===== src/hdl/modexp_pkg.sv =====
package modexp_pkg;

  // Arithmetic word width; the ports carry words of this width
  localparam int unsigned WIDTH = 32;
  localparam int unsigned CNT_W = $clog2(WIDTH);

  typedef logic [WIDTH-1:0] word_t;
  typedef logic [CNT_W-1:0] bit_cnt_t;

  typedef enum logic [2:0] {
    ST_IDLE,
    ST_RED_EXP,
    ST_RED_BASE,
    ST_BIT,
    ST_MUL_RES,
    ST_MUL_SQ,
    ST_FIN
  } state_t;

  // Request to the shared modular multiplier: (a * b) mod m
  typedef struct packed {
    logic  start;
    word_t a;
    word_t b;
    word_t m;
  } mm_req_t;

  typedef struct packed {
    logic  done;
    word_t value;
  } mm_rsp_t;

endpackage


===== src/hdl/modexp_mulmod.sv =====
module modexp_mulmod
  import modexp_pkg::*;
(
  input  logic    clk,
  input  logic    rst_n,
  input  mm_req_t req,
  output mm_rsp_t rsp
);

  logic     busy_r, busy_nxt;
  logic     done_r, done_nxt;
  bit_cnt_t cnt_r, cnt_nxt;
  word_t    acc_r, acc_nxt;
  word_t    a_r, a_nxt;
  word_t    b_r, b_nxt;
  word_t    m_r, m_nxt;

  logic [WIDTH:0] dbl;
  word_t          dbl_red;
  logic [WIDTH:0] sum;
  word_t          sum_red;

  // One shift-and-add step: acc = (2*acc + bit*a) mod m, each half reduced once
  always_comb begin
    dbl     = {acc_r, 1'b0};
    dbl_red = (dbl >= {1'b0, m_r}) ? WIDTH'(dbl - {1'b0, m_r}) : WIDTH'(dbl);
    sum     = {1'b0, dbl_red} + (b_r[WIDTH-1] ? {1'b0, a_r} : '0);
    sum_red = (sum >= {1'b0, m_r}) ? WIDTH'(sum - {1'b0, m_r}) : WIDTH'(sum);
  end

  always_comb begin
    busy_nxt = busy_r;
    done_nxt = 1'b0;
    cnt_nxt  = cnt_r;
    acc_nxt  = acc_r;
    a_nxt    = a_r;
    b_nxt    = b_r;
    m_nxt    = m_r;
    if (busy_r) begin
      acc_nxt = sum_red;
      b_nxt   = {b_r[WIDTH-2:0], 1'b0};
      cnt_nxt = cnt_r - 1'b1;
      if (cnt_r == '0) begin
        busy_nxt = 1'b0;
        done_nxt = 1'b1;
      end
    end else if (req.start) begin
      busy_nxt = 1'b1;
      cnt_nxt  = CNT_W'(WIDTH - 1);
      acc_nxt  = '0;
      a_nxt    = req.a;
      b_nxt    = req.b;
      m_nxt    = req.m;
    end
  end

  always_ff @(posedge clk) begin
    if (!rst_n) begin
      busy_r <= 1'b0;
      done_r <= 1'b0;
    end else begin
      busy_r <= busy_nxt;
      done_r <= done_nxt;
    end
    cnt_r <= cnt_nxt;
    acc_r <= acc_nxt;
    a_r   <= a_nxt;
    b_r   <= b_nxt;
    m_r   <= m_nxt;
  end

  assign rsp.done  = done_r;
  assign rsp.value = acc_r;

endmodule


===== src/hdl/modular_exponentiation.sv =====
// Input transfer to result: a bad modulus or a zero base goes straight to the finish
//   state. Otherwise every modular product or reduction holds the shared unit in turn:
//   the exponent reduction in reduce mode, then the base reduction, then one product
//   per set exponent bit and one squaring per exponent bit below the top set bit.
// Throughput: one transfer at a time; in_stall is high until the result is
//   handed to the output register. Reset (rst_n, synchronous) clears reduce mode.
module modular_exponentiation
  import modexp_pkg::*;
(
  input  logic  clk,
  input  logic  rst_n,
  // configuration
  input  logic  cfg_wr_en,
  input  logic  cfg_wr_data,
  // input channel
  input  logic  in_valid,
  output logic  in_stall,
  input  word_t in_base_value,
  input  word_t in_exponent,
  input  word_t in_modulus,
  // result channel
  output logic  out_valid,
  input  logic  out_stall,
  output word_t out_power_result,
  output logic  out_bad_modulus
);

  state_t  state_r, state_nxt;
  logic    mode_r;
  logic    issued_r, issued_nxt;

  // operand and working registers
  word_t   x_r, x_nxt;
  word_t   e_r, e_nxt;
  word_t   m_r, m_nxt;
  word_t   sq_r, sq_nxt;
  word_t   res_r, res_nxt;
  logic    bad_r, bad_nxt;

  // output register
  logic    out_valid_r, out_valid_nxt;
  word_t   out_res_r, out_res_nxt;
  logic    out_bad_r, out_bad_nxt;

  mm_req_t req;
  mm_rsp_t rsp;

  logic    in_xfer;
  logic    out_free;
  logic    bad_in;
  logic    computing;

  assign in_xfer  = in_valid && !in_stall;
  assign out_free = !out_valid_r || !out_stall;
  // zero modulus is never valid; reduce mode also needs a modulus of at least 2
  assign bad_in   = (in_modulus == '0) || (mode_r && (in_modulus < WIDTH'(2)));
  assign computing = (state_r == ST_RED_EXP) || (state_r == ST_RED_BASE) ||
                     (state_r == ST_MUL_RES) || (state_r == ST_MUL_SQ);

  // configuration register: the user must write it only while idle; the block does not enforce this
  always_ff @(posedge clk) begin
    if (!rst_n) begin
      mode_r <= 1'b0;
    end else if (cfg_wr_en) begin
      mode_r <= cfg_wr_data;
    end
  end

  // next state
  always_comb begin
    state_nxt = state_r;
    unique case (state_r)
      ST_IDLE: begin
        if (in_xfer) begin
          if (bad_in || in_base_value == '0) begin
            state_nxt = ST_FIN;
          end else if (mode_r) begin
            state_nxt = ST_RED_EXP;
          end else begin
            state_nxt = ST_RED_BASE;
          end
        end
      end
      ST_RED_EXP: begin
        if (rsp.done) state_nxt = ST_RED_BASE;
      end
      ST_RED_BASE: begin
        if (rsp.done) state_nxt = ST_BIT;
      end
      ST_BIT: begin
        // scan the exponent from its low end; stop once no set bit remains
        if (e_r == '0) begin
          state_nxt = ST_FIN;
        end else if (e_r[0]) begin
          state_nxt = ST_MUL_RES;
        end else begin
          state_nxt = ST_MUL_SQ;
        end
      end
      ST_MUL_RES: begin
        // skip the final squaring when this was the top set bit
        if (rsp.done) begin
          state_nxt = (e_r[WIDTH-1:1] == '0) ? ST_FIN : ST_MUL_SQ;
        end
      end
      ST_MUL_SQ: begin
        if (rsp.done) state_nxt = ST_BIT;
      end
      ST_FIN: begin
        if (out_free) state_nxt = ST_IDLE;
      end
      default: state_nxt = ST_IDLE;
    endcase
  end

  // outputs of the sequencer: the request to the shared unit
  always_comb begin
    req.start = computing && !issued_r;
    req.a     = res_r;
    req.b     = sq_r;
    req.m     = m_r;
    unique case (state_r)
      ST_RED_EXP: begin
        // exponent mod (m-1) as (1 * e) mod (m-1)
        req.a = WIDTH'(1);
        req.b = e_r;
        req.m = m_r - WIDTH'(1);
      end
      ST_RED_BASE: begin
        req.a = WIDTH'(1);
        req.b = x_r;
        req.m = m_r;
      end
      ST_MUL_RES: begin
        req.a = res_r;
        req.b = sq_r;
        req.m = m_r;
      end
      ST_MUL_SQ: begin
        req.a = sq_r;
        req.b = sq_r;
        req.m = m_r;
      end
      ST_IDLE, ST_BIT, ST_FIN: begin
        req.start = 1'b0;
      end
      default: req.start = 1'b0;
    endcase
  end

  // one request per compute state; drop the flag when the unit reports back
  always_comb begin
    issued_nxt = issued_r;
    if (rsp.done) begin
      issued_nxt = 1'b0;
    end else if (req.start) begin
      issued_nxt = 1'b1;
    end
  end

  // datapath next values
  always_comb begin
    x_nxt         = x_r;
    e_nxt         = e_r;
    m_nxt         = m_r;
    sq_nxt        = sq_r;
    res_nxt       = res_r;
    bad_nxt       = bad_r;
    out_valid_nxt = out_valid_r;
    out_res_nxt   = out_res_r;
    out_bad_nxt   = out_bad_r;

    // release the output register once its transfer completes
    if (out_valid_r && !out_stall) out_valid_nxt = 1'b0;

    case (state_r)
      ST_IDLE: begin
        if (in_xfer) begin
          x_nxt   = in_base_value;
          e_nxt   = in_exponent;
          m_nxt   = in_modulus;
          bad_nxt = bad_in;
          res_nxt = '0;
        end
      end
      ST_RED_EXP: begin
        if (rsp.done) e_nxt = rsp.value;
      end
      ST_RED_BASE: begin
        if (rsp.done) begin
          sq_nxt  = rsp.value;
          // 1 mod m
          res_nxt = (m_r == WIDTH'(1)) ? '0 : WIDTH'(1);
        end
      end
      ST_MUL_RES: begin
        if (rsp.done) res_nxt = rsp.value;
      end
      ST_MUL_SQ: begin
        if (rsp.done) begin
          sq_nxt = rsp.value;
          e_nxt  = e_r >> 1;
        end
      end
      ST_FIN: begin
        if (out_free) begin
          out_valid_nxt = 1'b1;
          out_res_nxt   = res_r;
          out_bad_nxt   = bad_r;
        end
      end
      default: ;
    endcase
  end

  always_ff @(posedge clk) begin
    if (!rst_n) begin
      state_r     <= ST_IDLE;
      issued_r    <= 1'b0;
      out_valid_r <= 1'b0;
    end else begin
      state_r     <= state_nxt;
      issued_r    <= issued_nxt;
      out_valid_r <= out_valid_nxt;
    end
    x_r       <= x_nxt;
    e_r       <= e_nxt;
    m_r       <= m_nxt;
    sq_r      <= sq_nxt;
    res_r     <= res_nxt;
    bad_r     <= bad_nxt;
    out_res_r <= out_res_nxt;
    out_bad_r <= out_bad_nxt;
  end

  modexp_mulmod u_mulmod (
    .clk   (clk),
    .rst_n (rst_n),
    .req   (req),
    .rsp   (rsp)
  );

  assign in_stall         = (state_r != ST_IDLE);
  assign out_valid        = out_valid_r;
  assign out_power_result = out_res_r;
  assign out_bad_modulus  = out_bad_r;

  // an accepted transfer holds the input side until the result is out
  a_busy_after_accept: assert property (@(posedge clk) disable iff (!rst_n)
    (in_valid && !in_stall) |=> in_stall)
    else $error("input accepted while a previous item is still in work");

  // the shared unit only answers a sequencer state that asked for it
  a_done_in_compute: assert property (@(posedge clk) disable iff (!rst_n)
    rsp.done |-> (issued_r && computing))
    else $error("multiplier response outside a compute state");

  // working values stay fully reduced
  a_reduced: assert property (@(posedge clk) disable iff (!rst_n)
    (state_r == ST_BIT) |-> ((res_r < m_r) && (sq_r < m_r)))
    else $error("intermediate value not reduced below the modulus");

  // an invalid modulus always yields a zero result
  a_bad_zero: assert property (@(posedge clk) disable iff (!rst_n)
    (out_valid && out_bad_modulus) |-> (out_power_result == '0))
    else $error("nonzero result reported with an invalid modulus");

endmodule


===== config.mk =====
export PLATFORM = sky130hd
export DESIGN_NAME = modular_exponentiation
export DESIGN_NICKNAME = d
export VERILOG_FILES = /design/src/hdl/modexp_pkg.sv /design/src/hdl/modexp_mulmod.sv /design/src/hdl/modular_exponentiation.sv
export SDC_FILE = /design/constraint.sdc
export NUM_CORES = 1
export LEC_CHECK = 0
export CORE_AREA = 2 2 169 171
export CTS_CLUSTER_SIZE = 14
export DETAILED_ROUTE_END_ITERATION = 12
export DIE_AREA = 0 0 171 173
export DONT_BUFFER_PORTS = 1
export GPL_ROUTABILITY_DRIVEN = 0
export PLACE_DENSITY = 0.82
export SLEW_MARGIN = 25
export SYNTH_ARGS = -nofsm -noshare
export SYNTH_HDL_FRONTEND = slang
export SYNTH_SLANG_ARGS = --single-unit
export TNS_END_PERCENT = 5

===== constraint.sdc =====
create_clock -name clk -period 19.7 [get_ports clk]
set_input_delay 3.94 -clock clk [delete_from_list [all_inputs] [get_ports clk]]
set_output_delay 3.94 -clock clk [all_outputs]
set_load 0.005 [all_outputs]

* Yosys cells after proc, flatten, opt, wreduce, memory -nomap -nowiden
Cells that the tools add are included.
** Operators by class
- Muxes and demuxes :: 37
- Order comparisons :: 3
- Bitwise logic cells :: 2
- Reductions and logical operators :: 35
- Equal/unequal tests :: 14
- Add/subtract/negate cells :: 5
** Operators by type and width (count)
- 2-to-1 mux 32 bit :: 12
- one-hot mux 96 bit (3 select lines) :: 1
- one-hot mux 32 bit (3 select lines) :: 2
- logical NOT 32 bit :: 3
- greater-or-equal comparator 33 x 32 -> 1 bit :: 2
- subtractor 32 bit :: 2
- adder 32 x 32 -> 33 bit :: 1
- == test 32 x 1 -> 1 bit, second input constant :: 1
- < comparator 32 x 2 -> 1 bit, second input constant :: 1
- subtractor 32 x 1 -> 32 bit, second input constant :: 1
- logical NOT 31 bit :: 1
- 2-to-1 mux 3 bit :: 6
- one-hot mux 3 bit (6 select lines) :: 1
- 2-to-1 mux 1 bit :: 10
- 2-to-1 mux 5 bit :: 2
- != test 2 x 1 -> 1 bit, second input constant :: 5
- AND reduction 2 bit :: 5
- == test 3 bit, second input constant :: 3
- nonzero test 3 bit :: 3
- AND reduction 4 bit :: 2
- == test 3 x 2 -> 1 bit, second input constant :: 2
- logical OR 1 bit :: 6
- 2-to-1 mux 2 bit :: 3
- logical NOT 5 bit :: 1
- other kinds (11) :: 20
** Storage, ports and cells
- Output and inout port bits :: 35
- Register bits :: 335
- Word-level logic and storage cells :: 116
- Bits of input ports :: 102

* Longest topological paths before layout
Gate-level depths: netlist of the first run.
- Depth in word-level cells :: 8
- Depth in mapped cells :: 36
- Mapped depth without buffers :: 33

* Modules after synthesis
A second synthesis of the first run with hierarchy kept.
** Second synthesis, totals
- Cells, all modules :: 1806
- Area, all modules :: 19493.7 um^2
** Modules (own cells, without submodules)
- modexp_mulmod :: cells an instance 1122, seq. area each 4023.9 um^2, times used 1, area an instance 10592.7 um^2
- modular_exponentiation :: cells an instance 684, seq. area each 5945.7 um^2, times used 1, area an instance 8901.0 um^2

* Worst setup path after synthesis of the first run
Ideal clock, no wire load.
- Kind :: flip-flop to flip-flop
- From :: reg u_mulmod.acc_r[15]
- To :: reg u_mulmod.acc_r[23], data pin
- Library setup time :: 266 ps
- Buffers on the path :: 3
- Data arrival time :: 6976 ps
- Cell stages (with the launch flop) :: 35
- Data required time :: 19434 ps
- Setup slack :: 12458 ps
- Period minus slack after synthesis :: 7242 ps
- Cells stage by stage :: edfxtp_1 ha_1 a21o_1 a221o_1 a211oi_1 o21bai_1 a311oi_1 a21boi_1 o31ai_1 a21oi_2 buf_2 mux2i_1 inv_1 fa_1 nand2b_1 a211oi_1 nor2b_1 a22oi_1 and2_1 o21ai_0 nand2b_1 xor2_1 ha_1 inv_1 o32ai_1 o41ai_1 a21oi_1 o21ai_0 a21oi_1 a31oi_1 o211a_1 buf_2 buf_2 mux2i_1 nor2_1
** On the way
- Cells in the longest elaborated chain, start to end :: 6
- Elaborated cells on any way between the ends :: 8
- Classes of those cells :: add/sub: 3; order compare: 2; mux: 3
** RTL lines
- start: declaration :: line modexp_mulmod.sv:13 : word_t acc_r, acc_nxt;
- start signal: assignment :: line modexp_mulmod.sv:66 : acc_r <= acc_nxt;
- subtractor 32 bit / greater-or-equal comparator 33 x 32 -> 1 bit (equally long branches) :: line modexp_mulmod.sv:26 : dbl_red = (dbl >= {1'b0, m_r}) ? WIDTH'(dbl - {1'b0, m_r}) : WIDTH'(dbl);
- 2-to-1 mux 32 bit (*) :: line modexp_mulmod.sv:26
- adder 32 x 32 -> 33 bit (*) :: line modexp_mulmod.sv:27 : sum = {1'b0, dbl_red} + (b_r[WIDTH-1] ? {1'b0, a_r} : '0);
- subtractor 32 bit / greater-or-equal comparator 33 x 32 -> 1 bit (equally long branches) :: line modexp_mulmod.sv:28 : sum_red = (sum >= {1'b0, m_r}) ? WIDTH'(sum - {1'b0, m_r}) : WIDTH'(sum);
- 2-to-1 mux 32 bit (*) :: line modexp_mulmod.sv:28
- 2-to-1 mux 32 bit (*) :: line modexp_mulmod.sv:39 : if (busy_r) begin
Every way passes the cells marked *; elsewhere a longest branch is shown, timed or not.
A chain may end at the register's enable or synchronous reset.

* Worst setup path in the final report of the first run
- From :: reg u_mulmod.acc_r[15]
- To :: reg u_mulmod.acc_r[17], data pin
Same word-level chain as after synthesis.

==> impl_metrics.ini, run 1 <==
[global_routing]
antenna_found_initial = 0
grt_pass1_wl_um = 77500
track_usage_pct = 34.0
grt_max_degree = 69
overflow = 0
grt_pass1_vias = 14300

[logic_synthesis]
ys_seq_area_share_pct = 52.0
ys_types = 73
synth_ff_type = edfxtp_1
yosysWarnings = 0
ys_async_sr_fraction_pct = 0
syn-num-nets = 1997
syn_inst = 1793
synth_edf_count = 326
synth_area_sq_mm = 0.0192
syn_area_per_cell_sq_um = 10.7
ys_ff_latch = 335

[sta]
hold_viol = 0
fin_worst_skew_ns = 0.0190
rsz0062_at_grt = false
slew_headroom_pct = 29.9
report.final.slew_viol_count = 0
period_needed_ns = 9.28
setup_viol = 0
finalSetupTns_ns = 0
tightestPinTransition_ns = 1.04
period_share_pct = 47.1
fmax_mhz = 108

[cts]
cts-buffers-inserted = 36
cts.htree.levels = 2
tritoncts = built
clk_latency_ns = 0.54
path_clk_slew_ns = 0.06
root_buffer = clkbuf_16
post-cts-setup-buffers = 0
cts_buffer_depth = 3
cts.sinks = 335
cts_resized = 0
hold_buffers = 0

[worst_setup_path]
r2r_start = u_mulmod.acc_r[15]$_SDFFCE_PN0P_
rrSetupSlack_ns = 10.42
startpoint_type = register
worstSetupPathType = register to register
cp-end-kind = register
crit_required_ns = 19.98
timing.rr.end = u_mulmod.acc_r[17]$_SDFFCE_PN0P_
max_stage_delay_ns = 0.53
worstPathArrival_ns = 9.56
cp_slowest_cell = o41ai_1
crit_top_cell = inv_1
cp_max_fo = 61
r2r_cells = 33

[place]
io_buffers = 0
place_hpwl_um = 36400

[final_layout]
area_growth_pct = 8.06
multi_input_area_sq_mm = 0.00870
fill_cells = 1874
drive_gt1_share_pct = 5.37
final_net_count = 1984
final_common_cell = edfxtp_1
antenna_cells = 0
ff_latch_area_sq_mm = 0.00997
final_util_pct = 74.9
final_cell_mix = edfxtp_1, nand2_1, o21ai_0

[routing]
drc_errors = 0
detail-route-antenna-nets = 0
first_iter_violations = 1738
num_vias = 14900
firstDrtPassIters = 6
drt_wl_total_um = 50900
avgRoutedWirePerCell_um = 23.3
drt-vias-per-instance = 6.80

[floorplanning]
num_io_pins = 137
design.core.area_sq_mm = 0.0276
die_area_sq_mm = 0.0296
die_h_um = 173
start_util_pct = 69.3
rows = 61
die_x_um = 171

[run_status]
outcome = finished clean

[hold_path]
min_from = bad_r$_DFFE_PP_
min_path_type = register to register
hold_depth = 0
holdPathEnd = out_bad_modulus$_DFFE_PP_

[flow_run]
cap_violations = 0
worst max-delay path: cells and delay by family, from the launching register on:
| kind | cells | cell delay [ns] |
|---|---|---|
| compound gates | 19 | 4.94 |
| xor+xnor | 1 | 0.26 |
| mux | 1 | 0.30 |
| buf+inv | 5 | 1.21 |
| fa+ha+maj | 3 | 1.17 |
| simple gates | 4 | 0.60 |
| flops | 1 | 0.49 |
worst max path at each step:
stage / start / endpoint / slack (ns) / depth (start not counted)
floorplan: u_mulmod.acc_r[15]$_SDFFCE_PN0P_ / u_mulmod.acc_r[23]$_SDFFCE_PN0P_ / 12.46 / 34
global placement: u_mulmod.acc_r[15]$_SDFFCE_PN0P_ / u_mulmod.acc_r[17]$_SDFFCE_PN0P_ / 11.08 / 33
detailed placement: u_mulmod.acc_r[15]$_SDFFCE_PN0P_ / u_mulmod.acc_r[6]$_SDFFCE_PN0P_ / 10.74 / 33
CTS: u_mulmod.acc_r[15]$_SDFFCE_PN0P_ / u_mulmod.acc_r[17]$_SDFFCE_PN0P_ / 10.63 / 33
global route: u_mulmod.acc_r[15]$_SDFFCE_PN0P_ / u_mulmod.acc_r[15]$_SDFFCE_PN0P_ / 9.76 / 33
finish: u_mulmod.acc_r[15]$_SDFFCE_PN0P_ / u_mulmod.acc_r[17]$_SDFFCE_PN0P_ / 10.42 / 33
logic make-up after synthesis:
logic type / Yosys count / share of synthesized area, %
buf+inv: 136 / 2.78
xor+xnor: 112 / 5.12
mux: 62 / 3.25
simple gates: 545 / 13.9
fa+ha+maj: 102 / 6.78
flops: 335 / 52.0
compound gates: 501 / 16.1
cells in the mapped netlist, types with 12 or more instances:
cell type  count  area share, %
clkbuf_1      47           0.92
o21a_1        14           0.55
a21oi_1      129            3.4
o22ai_1       32            1.0
nor2b_1       21           0.69
nand4_1       12           0.39
xnor2_1       66            3.0
nand2_1      163            3.2
nand3_1       19           0.50
xor2_1        46            2.1
nor3_1        25           0.65
nand2b_1      18           0.59
a21o_1        33            1.3
a22o_1        36            1.6
nor4_1        31            1.0
and3_1        43            1.4
buf_1         12           0.24
nor2_1       136            2.7
edfxtp_1     326             51
mux2i_1       61            3.2
and2_1        35            1.1
inv_1         63            1.2
o21bai_1      13           0.51
ha_1          99            6.5
o21ai_0      155            4.0
a211oi_1      21           0.82
cell type report:
| type | instances | area share, % |
|---|---|---|
| multi-input combinational | 1322 | 42.0 |
| clock inverter | 18 | 0.828 |
| tap | 378 | 2.28 |
| clock buffer | 48 | 4.77 |
| timing repair buffer | 20 | 0.725 |
| sequential | 335 | 48.2 |
| inverter | 65 | 1.18 |
registers in the layout, summed over array words and instances, names as in the netlist, 3 cells and up:
signal and count:
e_r 32, m_r 32, out_power_result 32, res_r 32, sq_r 32, u_mulmod.a_r 32
u_mulmod.acc_r 32, u_mulmod.b_r 32, u_mulmod.m_r 32, x_r 32, u_mulmod.cnt_r 5, state_r 3
per-layer routing:
metal	GRT usage, %	up-vias	wire length [um]
li1	-	6693	-
met1	43.8	7067	19100
met2	54.8	916	24200
met3	5.56	196	4310
met4	19.3	0	3280
met5	0	-	0
through the flow:
step                setup slack (ns)  instance area [sq um]  std cells  hold WS, ns
floorplan                      12.46                  19200       1793        0.400
global placement               11.08                  19500       2120        0.412
detailed placement             10.74                  19500       2120        0.425
CTS                            10.63                  20700       2186        0.446
global route                    9.76                  20700       2186        0.453
finish                         10.42                  20700       2186        0.441
Power of run 1 is not shown: default switching activity piles up to over one toggle a cycle in this logic, so the estimate is an artifact.
==> inputs of run 2 (changes only) <==
Settings changed: CORE_AREA 2 2 169 171 to 2 2 175 177, DIE_AREA 0 0 171 173 to 0 0 177 179, PLACE_DENSITY 0.82 to 0.77.
Clock period 19.7 ns to 8.95 ns, I/O delays scaled along.
==> run 2 against run 1 <==
  * Worst setup slack worse by 10 ns
  * Die area up 7.1%
  * Largest cell class unchanged
  * Hold slack better by 0.0078 ns
  * Register-to-register slack worse by 10 ns
  * Highest routed layer unchanged
  * Sequential share of layout area down 0.46 points
  * Critical endpoint is now u_mulmod.acc_r[4]$_SDFFCE_PN0P_
  * First-iteration DRC count down 11%
  * Global-route usage down 2.3 points
==> impl_metrics.ini, run 2 (synthesis results as in run 1) <==
[run_status]
outcome = finished clean

[hold_path]
min_path_type = register to register
hold_depth = 0
min_from = res_r[29]$_DFFE_PP_
holdPathEnd = out_power_result[29]$_DFFE_PP_

[worst_setup_path]
r2r_start = u_mulmod.acc_r[5]$_SDFFCE_PN0P_
cp_max_fo = 33
cp-end-kind = register
crit_required_ns = 9.22
worstPathArrival_ns = 8.78
r2r_cells = 30
max_stage_delay_ns = 0.47
rrSetupSlack_ns = 0.44
startpoint_type = register
cp_slowest_cell = o31ai_1
timing.rr.end = u_mulmod.acc_r[4]$_SDFFCE_PN0P_
crit_top_cell = o21ai_0
worstSetupPathType = register to register

[global_routing]
overflow = 0
grt_max_degree = 69
track_usage_pct = 31.6
grt_pass1_vias = 14000
grt_pass1_wl_um = 76500
antenna_found_initial = 1

[floorplanning]
start_util_pct = 63.8
die_h_um = 179
num_io_pins = 137
die_x_um = 177
die_area_sq_mm = 0.0317
rows = 64
design.core.area_sq_mm = 0.0300

[sta]
fin_worst_skew_ns = 0.0203
hold_viol = 0
period_share_pct = 95.0
whs_ns = 0.448
slew_headroom_pct = 36.0
fmax_mhz = 118
tightestPinTransition_ns = 0.957
setup_viol = 0
rsz0062_at_grt = false
report.final.slew_viol_count = 0
period_needed_ns = 8.51
finalSetupTns_ns = 0

[routing]
drt-vias-per-instance = 6.67
wl_met2_um = 24500
met1_length_um = 19700
drt_wl_total_um = 50800
firstDrtPassIters = 5
avgRoutedWirePerCell_um = 23.0
first_iter_violations = 1550
route.met3.wl_um = 3780
top_layer_used = met4
detail-route-antenna-nets = 0
drc_errors = 0
num_vias = 14700

[cts]
clk_latency_ns = 0.54
cts-buffers-inserted = 37
cts.htree.levels = 2
path_clk_slew_ns = 0.06
root_buffer = clkbuf_16
hold_buffers = 0
tritoncts = built
cts.sinks = 335
cts_buffer_depth = 3

[final_layout]
fin_area_sq_mm = 0.0209
final_common_cell = edfxtp_1
final_util_pct = 69.6
area_growth_pct = 9.10
drive_gt1_share_pct = 6.12
final_net_count = 1989
final_cell_mix = edfxtp_1, nand2_1, o21ai_0

[place]
place_hpwl_um = 36500
io_buffers = 0
placed_area_sq_mm = 0.0196

[flow_run]
cap_violations = 0
-- run 2: changes by cell type in the layout (fill, tap and decap cells not counted), sizes merged --
cell | before | now
bufinv | 2 | 4
clkinvlp | 1 | 2
diode | 0 | 1
buf | 20 | 24
clkinv | 17 | 13
inv | 63 | 66
-- run 2: worst max path at each step --
stage	end	slack, ns	start
after floorplan	u_mulmod.acc_r[23]$_SDFFCE_PN0P_	1.71	u_mulmod.acc_r[15]$_SDFFCE_PN0P_
after global placement	u_mulmod.acc_r[0]$_SDFFCE_PN0P_	0.58	u_mulmod.acc_r[13]$_SDFFCE_PN0P_
after detailed placement	u_mulmod.acc_r[4]$_SDFFCE_PN0P_	0.31	u_mulmod.acc_r[15]$_SDFFCE_PN0P_
after CTS	u_mulmod.acc_r[4]$_SDFFCE_PN0P_	0.24	u_mulmod.acc_r[15]$_SDFFCE_PN0P_
after global routing	u_mulmod.acc_r[3]$_SDFFCE_PN0P_	0.05	u_mulmod.m_r[1]$_DFFE_PP_
final	u_mulmod.acc_r[4]$_SDFFCE_PN0P_	0.44	u_mulmod.acc_r[5]$_SDFFCE_PN0P_
-- run 2: worst max-delay path, delay by kind of cell (launching register included) --
family                     cells  cell delay [ns]
buffers and inverters          3             0.50
DFF                            1             0.46
xor gates and xnor gates       1             0.32
muxes                          2             0.47
and+or+nand+nor                4             0.72
AOI/OAI and AO/OA             17             4.53
adders and majority gates      3             1.19
-- run 2: through the flow --
step	setup WS, ns	instances
6_report	0.445	2211
5_1_grt	0.0499	2210
4_1_cts	0.244	2207
3_5_place_dp	0.310	2139
3_3_place_gp	0.576	2139
2_1_floorplan	1.71	1793
-- run 2: what timing repair did --
item	4_1_cts	5_1_grt
resized for setup	0	4
buffers inserted	0	3
endpoints found under the setup margin	0	32
-- run 2: area by class of cell --
class / instances / area, sq um
flip-flops and latches: 335 / 9970
fillers: 2127 / 9130
multi-input cells: 1322 / 8710
clock buffers: 48 / 1030
well taps: 396 / 495
inverters: 65 / 245
clock inverters: 20 / 241
repair buffers: 24 / 209
diodes: 1 / 2.50
-- run 2: per-layer routing --
layer | vias up | global-route usage (%)
li1 | 6697 | -
met1 | 7098 | 40.5
met2 | 771 | 52.6
met3 | 173 | 4.90
met4 | 0 | 16.1
met5 | - | 0
Power of run 2 is left out for the same reason.
==> inputs of run 3 (changes only) <==
Settings changed: CAP_MARGIN set to 0, GPL_TIMING_DRIVEN set to 0.
Clock period 8.95 ns to 8.7 ns, I/O delays scaled along.
==> run 3 against run 2 <==
  * Final area up 1.3%
  * Clock-buffer cell count down 4
  * Final cell count up 2.6%
  * First-iteration DRC count up 13%
  * Global-route usage up 1.0 points
  * Register-to-register slack worse by 0.08 ns
  * Core utilization up 0.88 points
  * Critical path type unchanged
  * Critical endpoint is now u_mulmod.acc_r[27]$_SDFFCE_PN0P_
  * Largest cell class unchanged
==> impl_metrics.ini, run 3 (synthesis results as in run 1) <==
[run_status]
outcome = finished clean

[floorplanning]
die_h_um = 179
start_util_pct = 63.8
die_area_sq_mm = 0.0317
rows = 64
num_io_pins = 137
die_x_um = 177
design.core.area_sq_mm = 0.0300

[final_layout]
final_cell_mix = edfxtp_1, nand2_1, o21ai_0
drive_gt1_share_pct = 5.87
final_common_cell = edfxtp_1
final_net_count = 2050
fin_area_sq_mm = 0.0212
final_util_pct = 70.5
area_growth_pct = 10.5
antenna_cells = 0

[cts]
path_clk_slew_ns = 0.06
cts.sinks = 335
root_buffer = clkbuf_16
cts_buffer_depth = 3
cts-buffers-inserted = 36
cts.htree.levels = 2
clk_latency_ns = 0.54
tritoncts = built

[place]
place_ws_ns = -0.488
io_buffers = 0
placed_area_sq_mm = 0.0199
place_hpwl_um = 39800

[global_routing]
grt_pass1_vias = 14200
track_usage_pct = 32.6
grt_max_degree = 52
antenna_found_initial = 0
grt_pass1_wl_um = 78300
overflow = 0

[hold_path]
min_path_type = register to register
holdPathEnd = out_bad_modulus$_DFFE_PP_
min_from = bad_r$_DFFE_PP_
hold_depth = 0

[routing]
first_iter_violations = 1746
drc_errors = 0
avgRoutedWirePerCell_um = 23.2
num_vias = 14900
firstDrtPassIters = 6
detail-route-antenna-nets = 0
drt_wl_total_um = 52700
drt-vias-per-instance = 6.58

[worst_setup_path]
max_stage_delay_ns = 0.53
r2r_start = u_mulmod.acc_r[12]$_SDFFCE_PN0P_
timing.rr.end = u_mulmod.acc_r[27]$_SDFFCE_PN0P_
worstSetupPathType = register to register
crit_top_cell = ha_1
critPathBufInv = 4
startpoint_type = register
cpLargestDelayFamily = compound AO/OA/AOI/OAI gates
cp-end-kind = register
worstPathArrival_ns = 8.60
cp_slowest_cell = edfxtp_1
crit_required_ns = 8.97
rrSetupSlack_ns = 0.37
r2r_cells = 33
cp_max_fo = 10

[sta]
setup_slack_ns = 0.369
tightestPinTransition_ns = 1.09
period_share_pct = 95.8
fmax_mhz = 120
slew_headroom_pct = 26.8
report.final.slew_viol_count = 0
fin_worst_skew_ns = 0.0113
hold_viol = 0
period_needed_ns = 8.33
setup_viol = 0

[flow_run]
cap_violations = 0
==> run 3: timing repair <==
| item | in CTS | in global routing |
|---|---|---|
| hold buffers | 0 | 0 |
| pin swaps | 2 | 1 |
| endpoints found under the setup margin | 32 | 32 |
| buffers inserted | 2 | 6 |
| gates resized for setup | 2 | 15 |
==> run 3: how the worst max path moves through the flow <==
stage / startpoint / endpoint / slack [ns] / depth (start not counted)
after floorplan: u_mulmod.acc_r[15]$_SDFFCE_PN0P_ / u_mulmod.acc_r[23]$_SDFFCE_PN0P_ / 1.46 / 34
after global placement: u_mulmod.acc_r[15]$_SDFFCE_PN0P_ / u_mulmod.acc_r[25]$_SDFFCE_PN0P_ / -0.23 / 34
after detailed placement: u_mulmod.acc_r[7]$_SDFFCE_PN0P_ / u_mulmod.acc_r[25]$_SDFFCE_PN0P_ / -0.49 / 34
after CTS: u_mulmod.acc_r[7]$_SDFFCE_PN0P_ / u_mulmod.acc_r[25]$_SDFFCE_PN0P_ / 0.12 / 34
after global routing: u_mulmod.m_r[16]$_DFFE_PP_ / u_mulmod.acc_r[27]$_SDFFCE_PN0P_ / -0.03 / 34
final: u_mulmod.acc_r[12]$_SDFFCE_PN0P_ / u_mulmod.acc_r[27]$_SDFFCE_PN0P_ / 0.37 / 33
==> run 3: area by class of cell <==
cell class | instances | area (sq um)
Buffer | 71 | 295
Timing Repair Buffer | 15 | 230
Inverter | 65 | 248
Multi-Input combinational cell | 1322 | 8740
Fill cell | 2162 | 8860
Clock buffer | 44 | 952
Tap cell | 396 | 495
Sequential cell | 335 | 9970
Clock inverter | 21 | 238
==> run 3: through the flow <==
stage / cells / TNS, ns / hold slack, ns
final: 2269 / 0 / 0.439
after global routing: 2269 / -0.156 / 0.437
after CTS: 2263 / 0 / 0.436
after detailed placement: 2196 / -11.74 / 0.422
after global placement: 2189 / -3.43 / 0.408
after floorplan: 1793 / 0 / 0.400
==> run 3: metal layers <==
metal	vias to the layer above	share of wire [%]	global-route usage, %
met2	842	46	51.7
met4	0	4.8	15.0
met3	157	9.4	5.70
li1	6827	-	-
met1	7101	40	44.2
met5	-	0	0
Power of run 3 is left out for the same reason.
